## src/rtl/sarm_pkg.sv

```systemverilog
// ----------------------------------------------------------------------------
// sarm_pkg
// Shared types, codes and lookup tables of the soft-attention ring memory.
// ----------------------------------------------------------------------------
package sarm_pkg;

  localparam logic [1:0] KIND_QUERY = 2'd0;
  localparam logic [1:0] KIND_WRITE = 2'd1;
  localparam logic [1:0] KIND_CLEAR = 2'd2;
  localparam logic [1:0] KIND_RSVD  = 2'd3;

  localparam int CNT_W  = 7;
  localparam int IDX_W  = 6;
  localparam int GATE_W = 12;

  localparam logic [16:0] LOG2E_Q16 = 17'd94548;

  typedef struct packed {
    logic [1:0]         kind;
    logic signed [15:0] element_value;
    logic [15:0]        surprise;
    logic               last_element;
  } in_item_t;

  typedef struct packed {
    logic signed [15:0] out_value;
    logic [3:0]         out_index;
    logic               written;
    logic               last_result;
  } out_item_t;

  typedef enum logic [1:0] {OP_READ, OP_WRITE, OP_CLEAR} op_t;

  typedef struct packed {
    op_t               op;
    logic [CNT_W-1:0]  cnt;
    logic [GATE_W-1:0] gate;
  } cmd_t;

  typedef struct packed {
    logic               en;
    logic [IDX_W-1:0]   idx;
    logic signed [15:0] val;
  } stage_wr_t;

  typedef enum logic [4:0] {
    S_IDLE, S_CLEAR,
    S_DOT_RD, S_DOT_MUL, S_DOT_ACC, S_DOT_ST,
    S_EXP_RD, S_EXP_MUL, S_EXP_W,
    S_DIV,
    S_P_RD, S_P_MUL, S_P_WR,
    S_SUM_RD, S_SUM_MUL, S_SUM_ACC, S_EMIT,
    S_WR_RD, S_WR_MUL, S_WR_ST, S_WR_SKIP
  } back_state_t;

  function automatic logic [15:0] exp2_lut(input logic [3:0] k);
    logic [15:0] r;
    unique case (k)
      4'd0:  r = 16'd65535;
      4'd1:  r = 16'd62758;
      4'd2:  r = 16'd60097;
      4'd3:  r = 16'd57549;
      4'd4:  r = 16'd55109;
      4'd5:  r = 16'd52773;
      4'd6:  r = 16'd50535;
      4'd7:  r = 16'd48393;
      4'd8:  r = 16'd46341;
      4'd9:  r = 16'd44376;
      4'd10: r = 16'd42495;
      4'd11: r = 16'd40693;
      4'd12: r = 16'd38968;
      4'd13: r = 16'd37316;
      4'd14: r = 16'd35734;
      default: r = 16'd34219;
    endcase
    return r;
  endfunction

  function automatic logic [GATE_W-1:0] tanh_lut(input logic [4:0] k);
    logic [GATE_W-1:0] r;
    unique case (k)
      5'd0:  r = 12'd0;
      5'd1:  r = 12'd1003;
      5'd2:  r = 12'd1893;
      5'd3:  r = 12'd2602;
      5'd4:  r = 12'd3119;
      5'd5:  r = 12'd3475;
      5'd6:  r = 12'd3707;
      5'd7:  r = 12'd3856;
      5'd8:  r = 12'd3949;
      5'd9:  r = 12'd4006;
      5'd10: r = 12'd4041;
      5'd11: r = 12'd4062;
      5'd12: r = 12'd4076;
      5'd13: r = 12'd4084;
      5'd14: r = 12'd4089;
      5'd15: r = 12'd4091;
      default: r = 12'd4093;
    endcase
    return r;
  endfunction

endpackage

```

## src/rtl/sarm_cmd_q.sv

```systemverilog
// ----------------------------------------------------------------------------
// sarm_cmd_q
// Two-entry command queue between the front and the back.
// ----------------------------------------------------------------------------
module sarm_cmd_q (
  input  logic           clk,
  input  logic           rst,
  input  logic           push,
  input  sarm_pkg::cmd_t din,
  input  logic           pop,
  output sarm_pkg::cmd_t dout,
  output logic           nonempty
);
  import sarm_pkg::*;

  cmd_t       ent [2];
  logic       wp;
  logic       rp;
  logic [1:0] fill;

  assign dout     = ent[rp];
  assign nonempty = fill != 2'd0;

  always_ff @(posedge clk) begin
    if (push) begin
      ent[wp] <= din;
    end
  end

  always_ff @(posedge clk) begin
    if (rst) begin
      wp   <= 1'b0;
      rp   <= 1'b0;
      fill <= 2'd0;
    end else begin
      if (push) begin
        wp <= ~wp;
      end
      if (pop) begin
        rp <= ~rp;
      end
      fill <= fill + 2'(push) - 2'(pop);
    end
  end

endmodule

```

## config.mk

```make
export PLATFORM = sky130hd
export DESIGN_NAME = sarm_cmd_q
export DESIGN_NICKNAME = d
export VERILOG_FILES = /design/src/rtl/sarm_pkg.sv /design/src/rtl/sarm_cmd_q.sv
export SDC_FILE = /design/constraint.sdc
export NUM_CORES = 1
export LEC_CHECK = 0
export ABC_AREA = 1
export BUFFER_PORTS_ARGS = -buffer_cell sky130_fd_sc_hd__buf_2
export CAP_MARGIN = 40
export CORE_MARGIN = 1
export CORE_UTILIZATION = 45
export CTS_CLUSTER_SIZE = 40
export DETAILED_ROUTE_END_ITERATION = 6
export PLACE_DENSITY = 0.7
export SLEW_MARGIN = 30
export SYNTH_ARGS = -nofsm -noshare
export SYNTH_HDL_FRONTEND = slang
export SYNTH_SLANG_ARGS = --single-unit
```

## constraint.sdc

```tcl
create_clock -name clk -period 2.2 [get_ports clk]
set_input_delay 0.11 -clock clk [delete_from_list [all_inputs] [get_ports clk]]
set_output_delay 0.11 -clock clk [all_outputs]
set_load 0.1 [all_outputs]
```

======== Yosys cells after proc, flatten, opt, wreduce, memory -nomap -nowiden ========
Memories as Yosys holds them, arrays and structs flattened. A register that Yosys moved wholly into a read port is not among the register bits.
Cells that the tools add are included.
storage, ports and cells
  memories kept ........................... 1
  input port bits ......................... 25
  bits in registers ....................... 4
  word-level logic and storage cells ...... 13
  bits in writable memories ............... 42
cells by class
  $add $sub $neg .......................... 2
  mux-type cells .......................... 4
  reductions and logical operators ........ 1
  bitwise gates (word level) .............. 2
memory list
  memory  words  bits a word  read ports  clocked after Yosys merged registers in  write ports  RTL line          source
  ent     2      21           1           1                                        1            sarm_cmd_q.sv:16  cmd_t ent [2];
operators by type and width
  cell                number
  $mux W1             4
  $add A2 B1 Y2       1
  $not A1 Y1          2
  $reduce_bool A2 Y1  1
  $sub A2 B1 Y2       1

======== Longest topological paths before layout ========
  depth in word-level cells ............... 3
  depth in mapped cells ................... 9
  mapped depth without buffers ............ 9

======== Worst setup path before layout ========
Ideal clock, no wire load.
  path type ............................... flip-flop to flip-flop
  start ................................... register wp
  end ..................................... memory ent[0][0] (netlist bit) (enable)
  period minus slack after synthesis ...... 1623 ps
  arrival ................................. 1224 ps
  stages on the path, launching flop included .. 2
  setup time .............................. 399 ps
  slack ................................... 577 ps
  path buffers ............................ 0
  cell sequence ........................... dfxtp_1 > nor2_1
RTL lines
  element                   RTL line          source
  start: declaration        sarm_cmd_q.sv:17  logic wp;
  start signal: assignment  sarm_cmd_q.sv:37  wp <= ~wp;
  end: declaration          sarm_cmd_q.sv:16
Straight into the memory's write port.

==> flow_summary.yaml <==
status:
  status: "completed"
worst_hold_path:
  whs_path_depth: 1
  hold_path_end: "ent[1][0]$_DFFE_PP_"
  worstHoldStart: "din[0]"
  hold_class: "in -> reg"
worst_setup_path:
  worst-setup-path-type: "reg -> out"
  arrival_ns: 1.51
  worst_setup_path_end_kind: "output pin"
  cp.required_ns: 2.09
  r2r_slack_ns: 0.91
  critPathSlowestCell: "buf_4"
  crit_chain: "buf_4 -> mux2_4 -> buf_12"
  worst-r2r-cell-count: 8
  worstPathMaxFanout: 20
  r2r_start: "fill[0]$_SDFF_PP0_"
  regToRegEndpoint: "fill[1]$_SDFF_PP0_"
  cpPeakStageDelay_ns: 0.35
  startpoint_type: "flop"
global_routing:
  grt_overflow: 0
  track_usage_pct: 14.7
  grt_pass1_wl_mm: 4.44
  antenna_found_initial: 0
  grt_pass1_vias: 976
  grt_max_degree: 21
power:
  power_density_nw_per_um2: 852
  finalPower_mw: 2.27
  ir_worst_vdd_mv: 0.549
  leakage_nw: 1.10
cells_and_area:
  multi_input_area_sq_um: 404
  syn2layout_area_growth_pct: 46.7
  regArea_sq_um: 1360
  num-nets-final: 191
  diodes: 0
  fillers: 258
  drive_above_1_share_pct: 47.9
clock_network:
  worstSkewPairLatency_ns: 0.29
  path_clk_slew_ns: 0.08
  cts_buffer_depth: 2
  htree_levels: 2
  cts_tree: "yes"
  cts_buffers: 5
  cts-root-buf: "clkbuf_8"
  cts_sinks: 47
  post_cts_resized: 0
  cts_setup_buffers: 0
  cts_hold_buf: 9
logic_synthesis:
  syn-cell-area_sq_um: 1820
  ys_warn_count: 0
  synth_fa_ha_area_share_pct: 1.38
  synth_compound_area_share_pct: 0.276
  synth_top_family_by_area: "multiplexers"
  synth_xor_area_share_pct: 0.482
  syn_nets: 122
  synth-simple-area-share_pct: 2.83
  ys_seq_elements: 47
  synth.avg_cell_area_sq_um: 19.1
  muxShareOfSynthArea_pct: 17.2
  synthCells: 95
  synth_cell_types: 13
  synth_seq_area_share_pct: 75.0
route:
  wl_met1_mm: 1.06
  routed-wl-met2_mm: 1.43
  drt_first_pass_iters: 4
  vias: 972
  top_layer: "met4"
  via_per_inst: 4.56
  routed_wl_mm: 2.71
  wl_per_cell_um: 12.7
  drtIter0Drc: 21
  drtAntennaViolNets: 0
  wl_met3_um: 179
  drt_drc_violations_left: 0
floorplan:
  core_sq_um: 3770
  start_util_pct: 48.1
  rows: 22
  io_pins: 47
  design.die.area_sq_um: 4290
  die_w_um: 65.5
  fp.dieH_um: 65.5
timing:
  hold_viol_final: 0
  drv_slew: 0
  fin_worst_skew_ns: 0.00917
  min_period_ns: 1.62
  period_share_pct: 73.5
  setup_ws_ns: 0.582
  setup_violations: 0
  fmax_mhz: 618
  max_slew_margin_pct: 68.1
  grt_setup_unrepaired: "false"
  worst_slew_pin_slew_ns: 0.482
  setup_tns_ns: 0
place:
  gp_congestion: 0.628
  dpl_worst_slack_ns: 0.887
  place_hpwl_mm: 1.97
  port_buffers: 46
run:
  max_cap_viol_count: 0
[stage by stage]
stage | std cells | cell area (sq um) | hold slack (ns) | util (%)
2_1_floorplan | 95 | 1820 | 0.181 | -
3_3_place_gp | 191 | 2430 | 0.299 | 64.5
3_5_place_dp | 191 | 2430 | 0.302 | 64.5
4_1_cts | 208 | 2610 | 0.000310 | 69.3
5_1_grt | 213 | 2660 | 0.000345 | 70.6
6_report | 213 | 2660 | 0.00781 | 70.6
[cell usage after synthesis]
library cell	instances	area [sq um]
dfxtp_1	5	100
nand2_1	5	18.8
nor2_1	6	22.5
inv_1	8	30.0
mux2_2	1	11.3
ha_1	2	25.0
mux2_4	20	300
buf_6	2	22.5
a21oi_1	1	5.00
nand3_1	1	5.00
nor3_1	1	5.00
edfxtp_1	42	1260
xnor2_1	1	8.76
[critical path: cells and delay by family, from the launching register on]
| kind | cells | cell delay [ns] |
|---|---|---|
| buffers and inverters | 2 | 0.52 |
| multiplexers | 1 | 0.35 |
| flip-flops | 1 | 0.34 |
[layout make-up]
class                   instances  share of cell area (%)
clock buffers                   7                    3.24
clock inverters                 1                   0.188
inverters                       8                    1.13
multi-input cells              38                    15.2
flip-flops and latches         47                    51.1
well taps                      48                    2.26
repair buffers                 64                    26.9
[logic make-up (layout without fill, tap and decap cells)]
group / Yosys count / in the layout
AO/OA/AOI/OAI: 1 / 1
multiplexers: 21 / 21
adder cells (fa/ha/maj): 2 / 2
flip-flops: 47 / 47
XOR/XNOR: 1 / 1
AND/OR/NAND/NOR: 13 / 13
buffers and inverters: 10 / 80
[worst max-delay path by stage]
stage                                to  slack (ns)       startpoint  cells after the start
floorplan           ent[0][0]$_DFFE_PP_        0.58  wp$_SDFFE_PP0P_                      1
CTS                             dout[0]        0.56             flop                      3
global placement                dout[0]        0.91             flop                      3
detailed placement              dout[0]        0.89             flop                      3
global route                   dout[19]        0.51             flop                      3
finish                          dout[9]        0.58             flop                      3
[registers in the layout, summed over array words and instances, names as in the netlist, named ones only]
register and flops:
ent 42, wp 1, rp 1, fill 2
[per-layer routing]
metal	vias to the layer above	track usage (%)
li1	482	-
met1	453	16.6
met2	31	24.9
met3	6	5.90
met4	0	5.71
met5	-	0
[cell usage in the layout (no fill, tap or decap), drive strengths merged]
cell,instances
a21oi,1
buf,50
clkbuf,7
clkinv,1
dfxtp,5
dlygate4sd3,14
edfxtp,42
ha,2
inv,8
mux2,21
nand2,5
nand3,1
nor2,6
nor3,1
xnor2,1
[power breakdown]
part	internal, mW	switching [mW]	leakage, nW
clock network	0.253	0.254	0.0482
registers	1.03	0.0152	0.436
logic	0.270	0.447	0.615
Note: power is estimated with default switching activity, not from simulation.
