`config.mk`:
```
export PLATFORM = sky130hd
export DESIGN_NAME = sarm_front
export DESIGN_NICKNAME = d
export VERILOG_FILES = /design/src/rtl/sarm_pkg.sv /design/src/rtl/sarm_front.sv
export SDC_FILE = /design/constraint.sdc
export NUM_CORES = 1
export LEC_CHECK = 0
export BUFFER_PORTS_ARGS = -buffer_cell sky130_fd_sc_hd__buf_4
export CAP_MARGIN = 20
export CORE_ASPECT_RATIO = 1.25
export CORE_MARGIN = 1.5
export CORE_UTILIZATION = 55
export DETAILED_ROUTE_END_ITERATION = 8
export GPL_ROUTABILITY_DRIVEN = 0
export HOLD_SLACK_MARGIN = 0.03
export PLACE_DENSITY = 0.79
export SLEW_MARGIN = 30
export SYNTH_ARGS = -nofsm -noshare
export SYNTH_HDL_FRONTEND = slang
export SYNTH_SLANG_ARGS = --single-unit
```
`constraint.sdc`:
```
create_clock -name clk -period 20 [get_ports clk]
set_input_delay 1 -clock clk [delete_from_list [all_inputs] [get_ports clk]]
set_output_delay 1 -clock clk [all_outputs]
set_load 0.02 [all_outputs]
```
`src/rtl/sarm_pkg.sv`:
```
// ----------------------------------------------------------------------------
// sarm_pkg
// Shared types, codes and lookup tables of the soft-attention ring memory.
// ----------------------------------------------------------------------------
package sarm_pkg;

  localparam logic [1:0] KIND_QUERY = 2'd0;
  localparam logic [1:0] KIND_WRITE = 2'd1;
  localparam logic [1:0] KIND_CLEAR = 2'd2;
  localparam logic [1:0] KIND_RSVD  = 2'd3;

  localparam int CNT_W  = 7;
  localparam int IDX_W  = 6;
  localparam int GATE_W = 12;

  localparam logic [16:0] LOG2E_Q16 = 17'd94548;

  typedef struct packed {
    logic [1:0]         kind;
    logic signed [15:0] element_value;
    logic [15:0]        surprise;
    logic               last_element;
  } in_item_t;

  typedef struct packed {
    logic signed [15:0] out_value;
    logic [3:0]         out_index;
    logic               written;
    logic               last_result;
  } out_item_t;

  typedef enum logic [1:0] {OP_READ, OP_WRITE, OP_CLEAR} op_t;

  typedef struct packed {
    op_t               op;
    logic [CNT_W-1:0]  cnt;
    logic [GATE_W-1:0] gate;
  } cmd_t;

  typedef struct packed {
    logic               en;
    logic [IDX_W-1:0]   idx;
    logic signed [15:0] val;
  } stage_wr_t;

  typedef enum logic [4:0] {
    S_IDLE, S_CLEAR,
    S_DOT_RD, S_DOT_MUL, S_DOT_ACC, S_DOT_ST,
    S_EXP_RD, S_EXP_MUL, S_EXP_W,
    S_DIV,
    S_P_RD, S_P_MUL, S_P_WR,
    S_SUM_RD, S_SUM_MUL, S_SUM_ACC, S_EMIT,
    S_WR_RD, S_WR_MUL, S_WR_ST, S_WR_SKIP
  } back_state_t;

  function automatic logic [15:0] exp2_lut(input logic [3:0] k);
    logic [15:0] r;
    unique case (k)
      4'd0:  r = 16'd65535;
      4'd1:  r = 16'd62758;
      4'd2:  r = 16'd60097;
      4'd3:  r = 16'd57549;
      4'd4:  r = 16'd55109;
      4'd5:  r = 16'd52773;
      4'd6:  r = 16'd50535;
      4'd7:  r = 16'd48393;
      4'd8:  r = 16'd46341;
      4'd9:  r = 16'd44376;
      4'd10: r = 16'd42495;
      4'd11: r = 16'd40693;
      4'd12: r = 16'd38968;
      4'd13: r = 16'd37316;
      4'd14: r = 16'd35734;
      default: r = 16'd34219;
    endcase
    return r;
  endfunction

  function automatic logic [GATE_W-1:0] tanh_lut(input logic [4:0] k);
    logic [GATE_W-1:0] r;
    unique case (k)
      5'd0:  r = 12'd0;
      5'd1:  r = 12'd1003;
      5'd2:  r = 12'd1893;
      5'd3:  r = 12'd2602;
      5'd4:  r = 12'd3119;
      5'd5:  r = 12'd3475;
      5'd6:  r = 12'd3707;
      5'd7:  r = 12'd3856;
      5'd8:  r = 12'd3949;
      5'd9:  r = 12'd4006;
      5'd10: r = 12'd4041;
      5'd11: r = 12'd4062;
      5'd12: r = 12'd4076;
      5'd13: r = 12'd4084;
      5'd14: r = 12'd4089;
      5'd15: r = 12'd4091;
      default: r = 12'd4093;
    endcase
    return r;
  endfunction

endpackage

```
`src/rtl/sarm_front.sv`:
```
// ----------------------------------------------------------------------------
// sarm_front
// Counts and stages vector elements, computes the write gate and issues
// one command per last element or clear.
// ----------------------------------------------------------------------------
module sarm_front #(
  parameter int DIM = 16
) (
  input  logic                clk,
  input  logic                rst,
  input  logic                accept,
  input  sarm_pkg::in_item_t  item,
  output sarm_pkg::stage_wr_t stage_wr,
  output logic                push,
  output sarm_pkg::cmd_t      cmd
);
  import sarm_pkg::*;

  localparam int EC_W = $clog2(DIM + 1);

  logic [EC_W-1:0]   cnt;
  logic [EC_W-1:0]   cnt_next;
  logic              is_elem;
  logic              room;
  logic [EC_W-1:0]   cnt_new;
  logic [4:0]        k;
  logic [GATE_W-1:0] t0;
  logic [GATE_W-1:0] t1;
  logic [20:0]       interp;
  logic [GATE_W-1:0] gate;

  assign is_elem = accept && (item.kind == KIND_QUERY || item.kind == KIND_WRITE);
  assign room    = cnt < EC_W'(DIM);
  assign cnt_new = room ? cnt + EC_W'(1) : cnt;

  assign k      = {1'b0, item.surprise[13:10]};
  assign t0     = tanh_lut(k);
  assign t1     = tanh_lut(k + 5'd1);
  assign interp = 21'(t1 - t0) * 21'(item.surprise[9:0]) + 21'd512;
  assign gate   = (item.surprise[15:14] != 2'd0) ? tanh_lut(5'd16)
                                                 : t0 + GATE_W'(interp >> 10);

  always_comb begin
    stage_wr.en  = is_elem && room;
    stage_wr.idx = IDX_W'(cnt);
    stage_wr.val = item.element_value;
    push         = 1'b0;
    cmd.op       = OP_CLEAR;
    cmd.cnt      = CNT_W'(cnt_new);
    cmd.gate     = gate;
    cnt_next     = cnt;
    if (accept && item.kind == KIND_CLEAR) begin
      push     = 1'b1;
      cnt_next = '0;
    end else if (is_elem) begin
      cmd.op = (item.kind == KIND_QUERY) ? OP_READ : OP_WRITE;
      if (item.last_element) begin
        push     = 1'b1;
        cnt_next = '0;
      end else begin
        cnt_next = cnt_new;
      end
    end
  end

  always_ff @(posedge clk) begin
    if (rst) begin
      cnt <= '0;
    end else begin
      cnt <= cnt_next;
    end
  end

endmodule

```
Word level (Yosys, flattened, before mapping)

Memories as Yosys holds them, arrays and structs flattened.
Index checks and enable logic that the tools add are counted.

Register bits after elaboration: 5
Bits in latches: 0
RAM bits: 0
Bits in read-only memories: 384
Input port bits: 38
Output and inout bits: 45
Logic and storage cells: 29
Memories kept: 2

Add/subtract/negate cells: 5
Multiply operators: 1
Div/mod/pow operators: 0
Order comparisons: 1
Eq/ne operators: 2
Shifts and indexed selects: 0
Mux-type cells: 10
Bitwise logic cells: 0
Reductions and logical operators: 7

Memories:

| memory           | words | width | read ports | clocked after Yosys merged registers in | write ports | line           | RTL |
|---|---|---|---|---|---|---|---|
| (name not given) | 16    | 12    | 1          | 0                                       | 0           | sarm_pkg.sv:81 | `unique case (k)` |
| (name not given) | 16    | 12    | 1          | 0                                       | 0           | sarm_pkg.sv:81 |  |

Operators with widths:

| cell                   | number |
|---|---|
| $mux 12                | 2 |
| $add 21x10->21 const B | 1 |
| $mul 13x11->21         | 1 |
| $sub 12x12->13         | 1 |
| $add 12x11->12         | 1 |
| $mux 5                 | 2 |
| $add 4x1->5 const B    | 1 |
| $add 5x1->5 const B    | 1 |
| $lt 5x5->1 const B     | 1 |
| $mux 1                 | 4 |
| $mux 2                 | 2 |
| $logic_and 1x1->1      | 3 |
| $eq 2x1->1 const B     | 1 |
| $eq 2x2->1 const B     | 1 |
| $logic_not 2->1        | 1 |
| $reduce_bool 2->1      | 1 |
| $reduce_or 2->1        | 1 |
| $logic_or 1x1->1       | 1 |

Longest topological paths before layout

Gate-level depths: netlist (run 1).
An unclocked memory read counts as a cell.

Word-level depth: 8
Gate-level depth with buffers: 40
Depth with buffers taken out: 39

Worst setup path before layout (run 1)

Ideal clock, no wire load.

Path type: input to output
Start: input port item[11] (netlist bit)
End: output port cmd[11] (netlist bit)
Data arrival time: 9632 ps
Required time: 19000 ps
Setup slack: 9368 ps
Cell stages on the path: 37
Buffers on the path: 2
Cell sequence: ha_1 clkbuf_1 inv_1 ha_1 clkbuf_1 mux2_2 o21ai_0 a221oi_1 ha_1 inv_1 fa_1 a211oi_1 o21ai_1 a31oi_1 nor2b_1 xnor2_1 nand2_1 fa_1 inv_1 fa_1 fa_1 fa_1 inv_1 fa_1 inv_1 ha_1 a21o_1 a21o_1 a21o_1 or2b_1 a211oi_1 nor2_1 ha_1 o41ai_2 o21ai_1 a31oi_1 mux2i_1

RTL lines:

| what            | line             | RTL |
|---|---|---|
| start, declared | sarm_front.sv:12 | `input sarm_pkg::in_item_t item,` |
| end, declared   | sarm_front.sv:15 | `output sarm_pkg::cmd_t cmd` |

==> metrics.md, run 1 <==
| Metric | Value |
|---|---|
| Syn Area/Cell | 8.32 µm² |
| Flop2flop setup slack | 18.71 ns |
| Routed WL | 13500 µm |
| Worst path top cell family by delay | adder cells |
| Outcome | finished, final reports clean |
| Origin of the critical flop-to-flop path | cnt[0] |
| Crit path kind | input pin to output port |
| FF+latch area | 100 µm² |
| Max FFs per register | 5 |
| Final Max Tran Viols | 0 |
| Final worst clock skew | 0.00189 ns |
| Most numerous cell in the Yosys netlist | inv_1 |
| Buffer count from post-CTS setup fixing | 0 |
| Synth Instances | 793 |
| Nature of the critical path endpoint | output port |
| CP max FO | 16 |
| Crit path largest cell delay | 0.59 ns |
| Area leader, netlist | fa_1 |
| # hold bufs at CTS | 0 |
| Crit path from | item[11] |
| Worst slew pin tran | 0.934 ns |
| H-tree depth | 1 |
| RSZ-0062 raised after global routing | false |
| Final setup viols | 0 |
| Startpoint types | input pin |
| Largest net degree at the start of global routing | 30 |
| Reg with most FFs | cnt |
| Post-synth top area share | 0.328 |
| Post-layout nets | 1039 |
| Post-cts resize count | 0 |
| First-pass GRT wire length | 24100 µm |
| Final worst path period need | 11.62 ns |
| Grt total ovfl | 0 |
| Top flop regs | cnt: 5 flops |
| Final core occ | 0.602 |
| Number of max-cap violations | 0 |
| Top cells by area, synth | fa_1 33%, ha_1 17%, inv_1 8.9% |
| Final Hold Fails | 0 |
| Post-synthesis cell area | 6600 µm² |
| Clk root buf | clkbuf_16 |
| Critical path's slowest cell | ha_1 |
| Vias | 5066 |
| CTS tree | yes |
| Maximum clock path buffer count | 2 |
| Fill cells | 1057 |
| Die Width | 101 µm |
| Seq/Total Area, Yosys | 0.0152 |
| CTS Sinks | 5 |
| Clk slew on worst S/H paths | 0.03 ns |
| Yosys Warn Count | 0 |
| Worst Path Arrival | 10.62 ns |
| Share of cells above drive strength 1 | 0.0944 |
| # diodes | 0 |
| Final period util | 0.581 |
| Top post-synthesis cells by count | 157 x inv_1, 108 x fa_1, 92 x nand2_1 |
| GRT Total Usage | 0.234 |
| Starting density of the core | 0.565 |
| Initial drt markers | 207 |
| Synth async-reset ratio | 0 |
| Library cells used by synthesis | 60 |
| Critical R2R Capture | cnt[1] |
| Area of the multi-input gates | 5710 µm² |
| Via density | 5.24 |
| Relative max-transition margin | 0.373 |
| Initial antenna violation count | 0 |
| R2R depth | 4 |
| Synth Register Bits | 5 |
| # port buffers | 47 |
| Vias in the first global route | 5289 |
| Die Height | 125 µm |
| HP Class | flip-flop to flip-flop |
| Buf/Inv on CP | 7 |
| Die area | 12700 µm² |
| Main synth FF type | dfxtp_1 |
| Critical path capture point | cmd[11] |
| FP Rows | 44 |
| ANT nets after route | 0 |
| Post-synth EDFFs | 0 |
| Final TNS setup | 0 ns |
| CORE AREA | 11700 µm² |
| Layout area overhead | 6.56% |
| Crit path depth | 37 |
| Most used cell, CP | fa_1 |
| CP required | 19.00 ns |
| Detailed Place HPWL | 11500 µm |
| Clock Latency Late Sink | 0.23 ns |
| Highest clock rate | 86.1 MHz |
| DRC viols | 0 |
| Io pins | 83 |
| DRT Pass-1 Iters | 5 |
| Routed wire length per instance | 13.9 µm |
| CTS Buf Count | 3 |
metal layers:
metal / GRT usage / vias up / share of wire
met1: 0.309 / 2490 / 0.43
met5: 0 / - / 0
met3: 0.0101 / 14 / 0.025
met2: 0.427 / 92 / 0.53
li1: - / 2470 / -
met4: 0.0408 / 0 / 0.012
how the worst min path moves through the flow:
stage | startpoint | end | slack (ns) | depth (start not counted)
after detailed placement | cnt[0] | cnt[0] | 0.57 | 2
final | cnt[0] | cnt[0] | 0.57 | 2
after global routing | cnt[0] | cnt[0] | 0.60 | 2
after floorplan | cnt[0] | cnt[0] | 0.61 | 2
after global placement | cnt[0] | cnt[0] | 0.57 | 2
after CTS | cnt[0] | cnt[0] | 0.58 | 2
worst min-delay path, cell delays in order (launching register included):
cell and delay, ns:
dfxtp_1 0.36, o21ai_0 0.10, a21oi_1 0.06
cells by family (layout without fill, tap and decap cells):
kind of cell,Yosys count,in the layout,share of synthesized area
buffers and inverters,198,208,0.124
and+or+nand+nor,242,242,0.179
adders and majority gates,195,195,0.493
muxes,8,8,0.0127
other,1,3,0.000569
xor gates and xnor gates,48,48,0.0660
DFF,5,5,0.0152
AOI/OAI and AO/OA,96,96,0.109
area by class of cell:
class | instances | share of cell area
Tap cell | 161 | 0.0287
Inverter | 157 | 0.0839
Timing Repair Buffer | 47 | 0.0502
Sequential cell | 5 | 0.0142
Multi-Input combinational cell | 592 | 0.812
Clock buffer | 4 | 0.0112
per-stage QoR:
stage / area [µm²] / hold WS, ns / std cells / worst slack, ns
2_1_floorplan: 6600 / 0.612 / 795 / 9.37
3_5_place_dp: 6940 / 0.573 / 962 / 8.42
6_report: 7030 / 0.572 / 966 / 8.38
4_1_cts: 7020 / 0.578 / 966 / 8.38
3_3_place_gp: 6930 / 0.566 / 962 / 8.51
5_1_grt: 7030 / 0.603 / 966 / 7.76
cells in the final DEF, fill, tap and decap left out, types with 6 or more instances in the layout:
master / count
a21o_1: 9
a21oi_1: 21
and2_1: 56
buf_4: 47
fa_1: 108
ha_1: 87
inv_1: 157
nand2_1: 92
nand2b_1: 8
nor2_1: 39
nor2b_1: 17
nor3_1: 8
o21a_1: 8
o21ai_0: 16
or3_1: 6
xnor2_1: 29
xor2_1: 14
Power of run 1 is left out: the tool's default activity adds up to more than one toggle a clock period on the data nets, which glitch-free logic cannot reach.
==> run 2: changes to the inputs <==
- clock period: 20 -> 11.85 ns (I/O delays scaled with it)
==> metrics.md, run 2 (same netlist as run 1, synthesis figures left out) <==
| Metric | Value |
|---|---|
| Most used cell, CP | fa_1 (unchanged) |
| Number of max-cap violations | 0 (unchanged) |
| Placed cell count | 964 (was 962) |
| Die area | 12700 µm² (unchanged) |
| Clk root buf | clkbuf_16 (unchanged) |
| GRT Total Usage | 0.245 (was 0.234) |
| Via density | 5.28 (was 5.24) |
| Worst slew pin tran | 0.897 ns (was 0.934 ns) |
| Largest net degree at the start of global routing | 30 (unchanged) |
| Post-layout nets | 1041 (was 1039) |
| DRT Pass-1 Iters | 5 (unchanged) |
| Final worst path period need | 10.88 ns |
| Buffer count from post-CTS setup fixing | 0 (unchanged) |
| Critical path's slowest cell | ha_1 (unchanged) |
| CP max FO | 16 (unchanged) |
| CTS tree | yes (unchanged) |
| Maximum clock path buffer count | 2 (unchanged) |
| CTS Sinks | 5 (unchanged) |
| Io pins | 83 (unchanged) |
| Nature of the critical path endpoint | output port (unchanged) |
| First-pass GRT wire length | 25100 µm (was 24100 µm) |
| Routed WL | 13900 µm (was 13500 µm) |
| Final period util | 0.918 |
| Startpoint types | input pin (unchanged) |
| # port buffers | 47 (unchanged) |
| Routed wire length per instance | 14.4 µm (was 13.9 µm) |
| CTS Buf Count | 3 (unchanged) |
| FF+latch area | 100 µm² (unchanged) |
| Vias | 5111 (was 5066) |
| Setup ws final | 0.969 ns (was 8.38 ns) |
| Crit path kind | input pin to output port (unchanged) |
| Commonest non-fill, non-tap cell in the layout | inv_1 (unchanged) |
| Die Height | 125 µm (unchanged) |
| # hold bufs at CTS | 0 (unchanged) |
| Initial drt markers | 250 (was 207) |
| # diodes | 0 (unchanged) |
| Final core occ | 0.602 (unchanged) |
| H-tree depth | 1 (unchanged) |
| FP Rows | 44 (unchanged) |
| Post-route insts no fill | 968 (was 966) |
| Die Width | 101 µm (unchanged) |
| Post-cts resize count | 0 (unchanged) |
| Final Hold Fails | 0 (unchanged) |
| Most frequent cells in the layout | 157 x inv_1, 108 x fa_1, 92 x nand2_1 (unchanged) |
| Clock Latency Late Sink | 0.23 ns (about the same) |
| CP required | 11.26 ns (was 19.00 ns) |
| CORE AREA | 11700 µm² (unchanged) |
| Relative max-transition margin | 0.398 (was 0.373) |
| Clk slew on worst S/H paths | 0.03 ns (about the same) |
| Starting density of the core | 0.565 (unchanged) |
| Layout area overhead | 6.56% (unchanged) |
| Outcome | finished, final reports clean (unchanged) |
| HP Class | flip-flop to flip-flop (unchanged) |
| Worst Path Arrival | 10.29 ns (was 10.62 ns) |
| DRC viols | 0 (unchanged) |
| Vias in the first global route | 5468 (was 5289) |
| Share of cells above drive strength 1 | 0.0942 (was 0.0944) |
| Crit path largest cell delay | 0.59 ns (about the same) |
| ANT nets after route | 0 (unchanged) |
| Fill cells | 1043 (was 1057) |
| Highest clock rate | 91.9 MHz |
| Final worst clock skew | 0.00151 ns (was 0.00189 ns) |
| Top flop regs | cnt: 5 flops (unchanged) |
| Final TNS setup | 0 ns (unchanged) |
| Reg with most FFs | cnt (unchanged) |
| Initial antenna violation count | 0 (unchanged) |
| RSZ-0062 raised after global routing | false (unchanged) |
| Final setup viols | 0 (unchanged) |
| Post-place setup slack | 1.03 ns (was 8.42 ns) |
| Area of the multi-input gates | 5690 µm² (was 5710 µm²) |
| Grt total ovfl | 0 (unchanged) |
| Final Max Tran Viols | 0 (unchanged) |
| Detailed Place HPWL | 11800 µm (was 11500 µm) |
| Max FFs per register | 5 (unchanged) |
==> run 2: cell types whose count changed in the layout (fill, tap and decap cells not counted), sizes merged <==
cell,previous run,this run
buf,47,49
==> run 2: metrics by stage <==
| stage | hold WS [ns] | instance area, µm² |
|---|---|---|
| after floorplan | 0.612 | 6600 |
| after detailed placement | 0.569 | 6940 |
| after global placement | 0.567 | 6940 |
| after global routing | 0.607 | 7030 |
| after CTS | 0.580 | 7020 |
| final | 0.580 | 7030 |
==> run 2: worst paths after layout <==
path            start      end  slack (ns)  cells after the start
min reg2reg    cnt[0]   cnt[0]        0.58                      2
max          item[11]  cmd[11]        0.97                     37
min            cnt[0]   cnt[0]        0.58                      2
max reg2reg    cnt[0]   cnt[1]       10.55                      4
==> run 2: critical path: cells and delay by family <==
| family | cells | cell delay (ns) |
|---|---|---|
| AOI/OAI and AO/OA | 12 | 2.72 |
| xor gates and xnor gates | 1 | 0.39 |
| adders and majority gates | 11 | 4.79 |
| buffers and inverters | 7 | 0.64 |
| muxes | 2 | 0.46 |
| and+or+nand+nor | 4 | 0.70 |
==> run 2: layout make-up <==
class,count,area share
Tap cell,161,0.0287
Clock buffer,4,0.0112
Multi-Input combinational cell,592,0.810
Inverter,157,0.0839
Timing Repair Buffer,49,0.0523
Sequential cell,5,0.0142
==> run 2: layer usage <==
layer	routed length, µm	up-vias	track usage
met5	0	-	0
met4	246	0	0.0556
met3	480	22	0.0179
met2	7400	133	0.442
met1	5800	2478	0.320
li1	-	2478	-
Power of run 2 is left out for the same reason.
==> run 3: changes to the inputs <==
- CTS_BUF_LIST: not set -> sky130_fd_sc_hd__clkbuf_8
==> metrics.md, run 3 (same netlist as run 1, synthesis figures left out) <==
| Metric | Value |
|---|---|
| Outcome | finished, final reports clean (unchanged) |
| Highest clock rate | 91.8 MHz (was 91.9 MHz) |
| Die Height | 125 µm (unchanged) |
| Worst Path Arrival | 10.30 ns (was 10.29 ns) |
| Nature of the critical path endpoint | output port (unchanged) |
| Die area | 12700 µm² (unchanged) |
| HP Class | flip-flop to flip-flop (unchanged) |
| Layout area overhead | 6.05% (was 6.56%) |
| Die Width | 101 µm (unchanged) |
| GRT Total Usage | 0.244 (was 0.245) |
| DRC viols | 0 (unchanged) |
| Final setup viols | 0 (unchanged) |
| Grt total ovfl | 0 (unchanged) |
| Worst slew pin tran | 0.923 ns (was 0.897 ns) |
| Initial drt markers | 241 (was 250) |
| Io pins | 83 (unchanged) |
| Clk slew on worst S/H paths | 0.03 ns (about the same) |
| Detailed Place HPWL | 11800 µm (unchanged) |
| CTS Sinks | 5 (unchanged) |
| CORE AREA | 11700 µm² (unchanged) |
| CP required | 11.26 ns (about the same) |
| Largest net degree at the start of global routing | 30 (unchanged) |
| Most frequent cells in the layout | 158 x inv_1, 108 x fa_1, 92 x nand2_1 (was 157 x inv_1, 108 x fa_1, 92 x nand2_1) |
| CTS Buf Count | 3 (unchanged) |
| Commonest non-fill, non-tap cell in the layout | inv_1 (unchanged) |
| FP Rows | 44 (unchanged) |
| RSZ-0062 raised after global routing | false (unchanged) |
| Top flop regs | cnt: 5 flops (unchanged) |
| Max FFs per register | 5 (unchanged) |
| WHS Path Cells | 2 (unchanged) |
| Final period util | 0.919 (was 0.918) |
| Critical path's slowest cell | ha_1 (unchanged) |
| Final TNS setup | 0 ns (unchanged) |
| Crit path largest cell delay | 0.60 ns (was 0.59 ns) |
| Post-cts resize count | 0 (unchanged) |
| Initial antenna violation count | 0 (unchanged) |
| Placed cell count | 964 (unchanged) |
| Relative max-transition margin | 0.380 (was 0.398) |
| Clock Latency Late Sink | 0.22 ns (was 0.23 ns) |
| Vias | 5090 (was 5111) |
| Number of max-cap violations | 0 (unchanged) |
| CP max FO | 16 (unchanged) |
| Clk root buf | clkbuf_8 (was clkbuf_16) |
| ANT nets after route | 0 (unchanged) |
| Routed wire length per instance | 14.4 µm (about the same) |
| Post-layout nets | 1041 (unchanged) |
| CTS tree | yes (unchanged) |
| Flop2flop setup slack | 10.53 ns (was 10.55 ns) |
| Reg with most FFs | cnt (unchanged) |
| Share of cells above drive strength 1 | 0.0942 (unchanged) |
| # diodes | 0 (unchanged) |
| # hold bufs at CTS | 0 (unchanged) |
| First-pass GRT wire length | 25100 µm (about the same) |
| Crit path kind | input pin to output port (unchanged) |
| Startpoint types | input pin (unchanged) |
| DRT Pass-1 Iters | 4 (was 5) |
| Vias in the first global route | 5475 (was 5468) |
| Crit path from | item[11] (unchanged) |
| Final worst clock skew | 0.00195 ns (was 0.00151 ns) |
| R2R depth | 4 (unchanged) |
| Most used cell, CP | fa_1 (unchanged) |
| Final Hold Fails | 0 (unchanged) |
| Maximum clock path buffer count | 2 (unchanged) |
| # port buffers | 47 (unchanged) |
| Routed WL | 13900 µm (about the same) |
| Final Max Tran Viols | 0 (unchanged) |
| Critical R2R Capture | cnt[1] (unchanged) |
| Via density | 5.26 (was 5.28) |
| Final core occ | 0.599 (was 0.602) |
| Fill cells | 1047 (was 1043) |
| Buffer count from post-CTS setup fixing | 0 (unchanged) |
| Final worst path period need | 10.89 ns (was 10.88 ns) |
| Critical path capture point | cmd[11] (unchanged) |
| Origin of the critical flop-to-flop path | cnt[0] (unchanged) |
| Post-route insts no fill | 968 (unchanged) |
| H-tree depth | 1 (unchanged) |
| Starting density of the core | 0.565 (unchanged) |
[run 3: changes by cell type in the layout (fill, tap and decap cells not counted), sizes merged]
cell and delta:
clkbuf -1, inv +1
[run 3: per-stage QoR]
stage	cell area [µm²]	hold slack, ns	setup slack (ns)
2_1_floorplan	6600	0.612	2.03
3_3_place_gp	6940	0.567	1.32
3_5_place_dp	6940	0.569	1.03
4_1_cts	6990	0.576	1.00
5_1_grt	6990	0.630	0.351
6_report	6990	0.578	0.960
[run 3: layout make-up]
cell class              instances  area [µm²]  area share
multi-input cells             592        5690       0.814
inverters                     157         589      0.0843
repair buffers                 49         368      0.0526
well taps                     161         201      0.0288
flip-flops and latches          5         100      0.0143
clock buffers                   3        41.3     0.00590
clock inverters                 1        3.75    0.000537
[run 3: worst min-delay path by stage]
| stage | from | to | slack, ns |
|---|---|---|---|
| 2_1_floorplan | cnt[0] | cnt[0] | 0.61 |
| 4_1_cts | cnt[0] | cnt[0] | 0.58 |
| 5_1_grt | cnt[0] | cnt[0] | 0.63 |
| 6_report | cnt[0] | cnt[0] | 0.58 |
| 3_5_place_dp | cnt[0] | cnt[0] | 0.57 |
| 3_3_place_gp | cnt[0] | cnt[0] | 0.57 |
[run 3: routing by layer]
layer / GRT usage / up-vias / part of all wire
met5: 0 / - / 0
met4: 0.0507 / 0 / 0.016
met3: 0.0145 / 20 / 0.030
met2: 0.442 / 109 / 0.53
met1: 0.320 / 2482 / 0.42
li1: - / 2479 / -
[run 3: critical path: cells and delay by family]
family	cells	cell delay (ns)
buffers and inverters	7	0.65
xor gates and xnor gates	2	0.68
AOI/OAI and AO/OA	13	2.56
muxes	2	0.46
adders and majority gates	11	4.72
and+or+nand+nor	5	0.64
Power of run 3 is left out for the same reason.
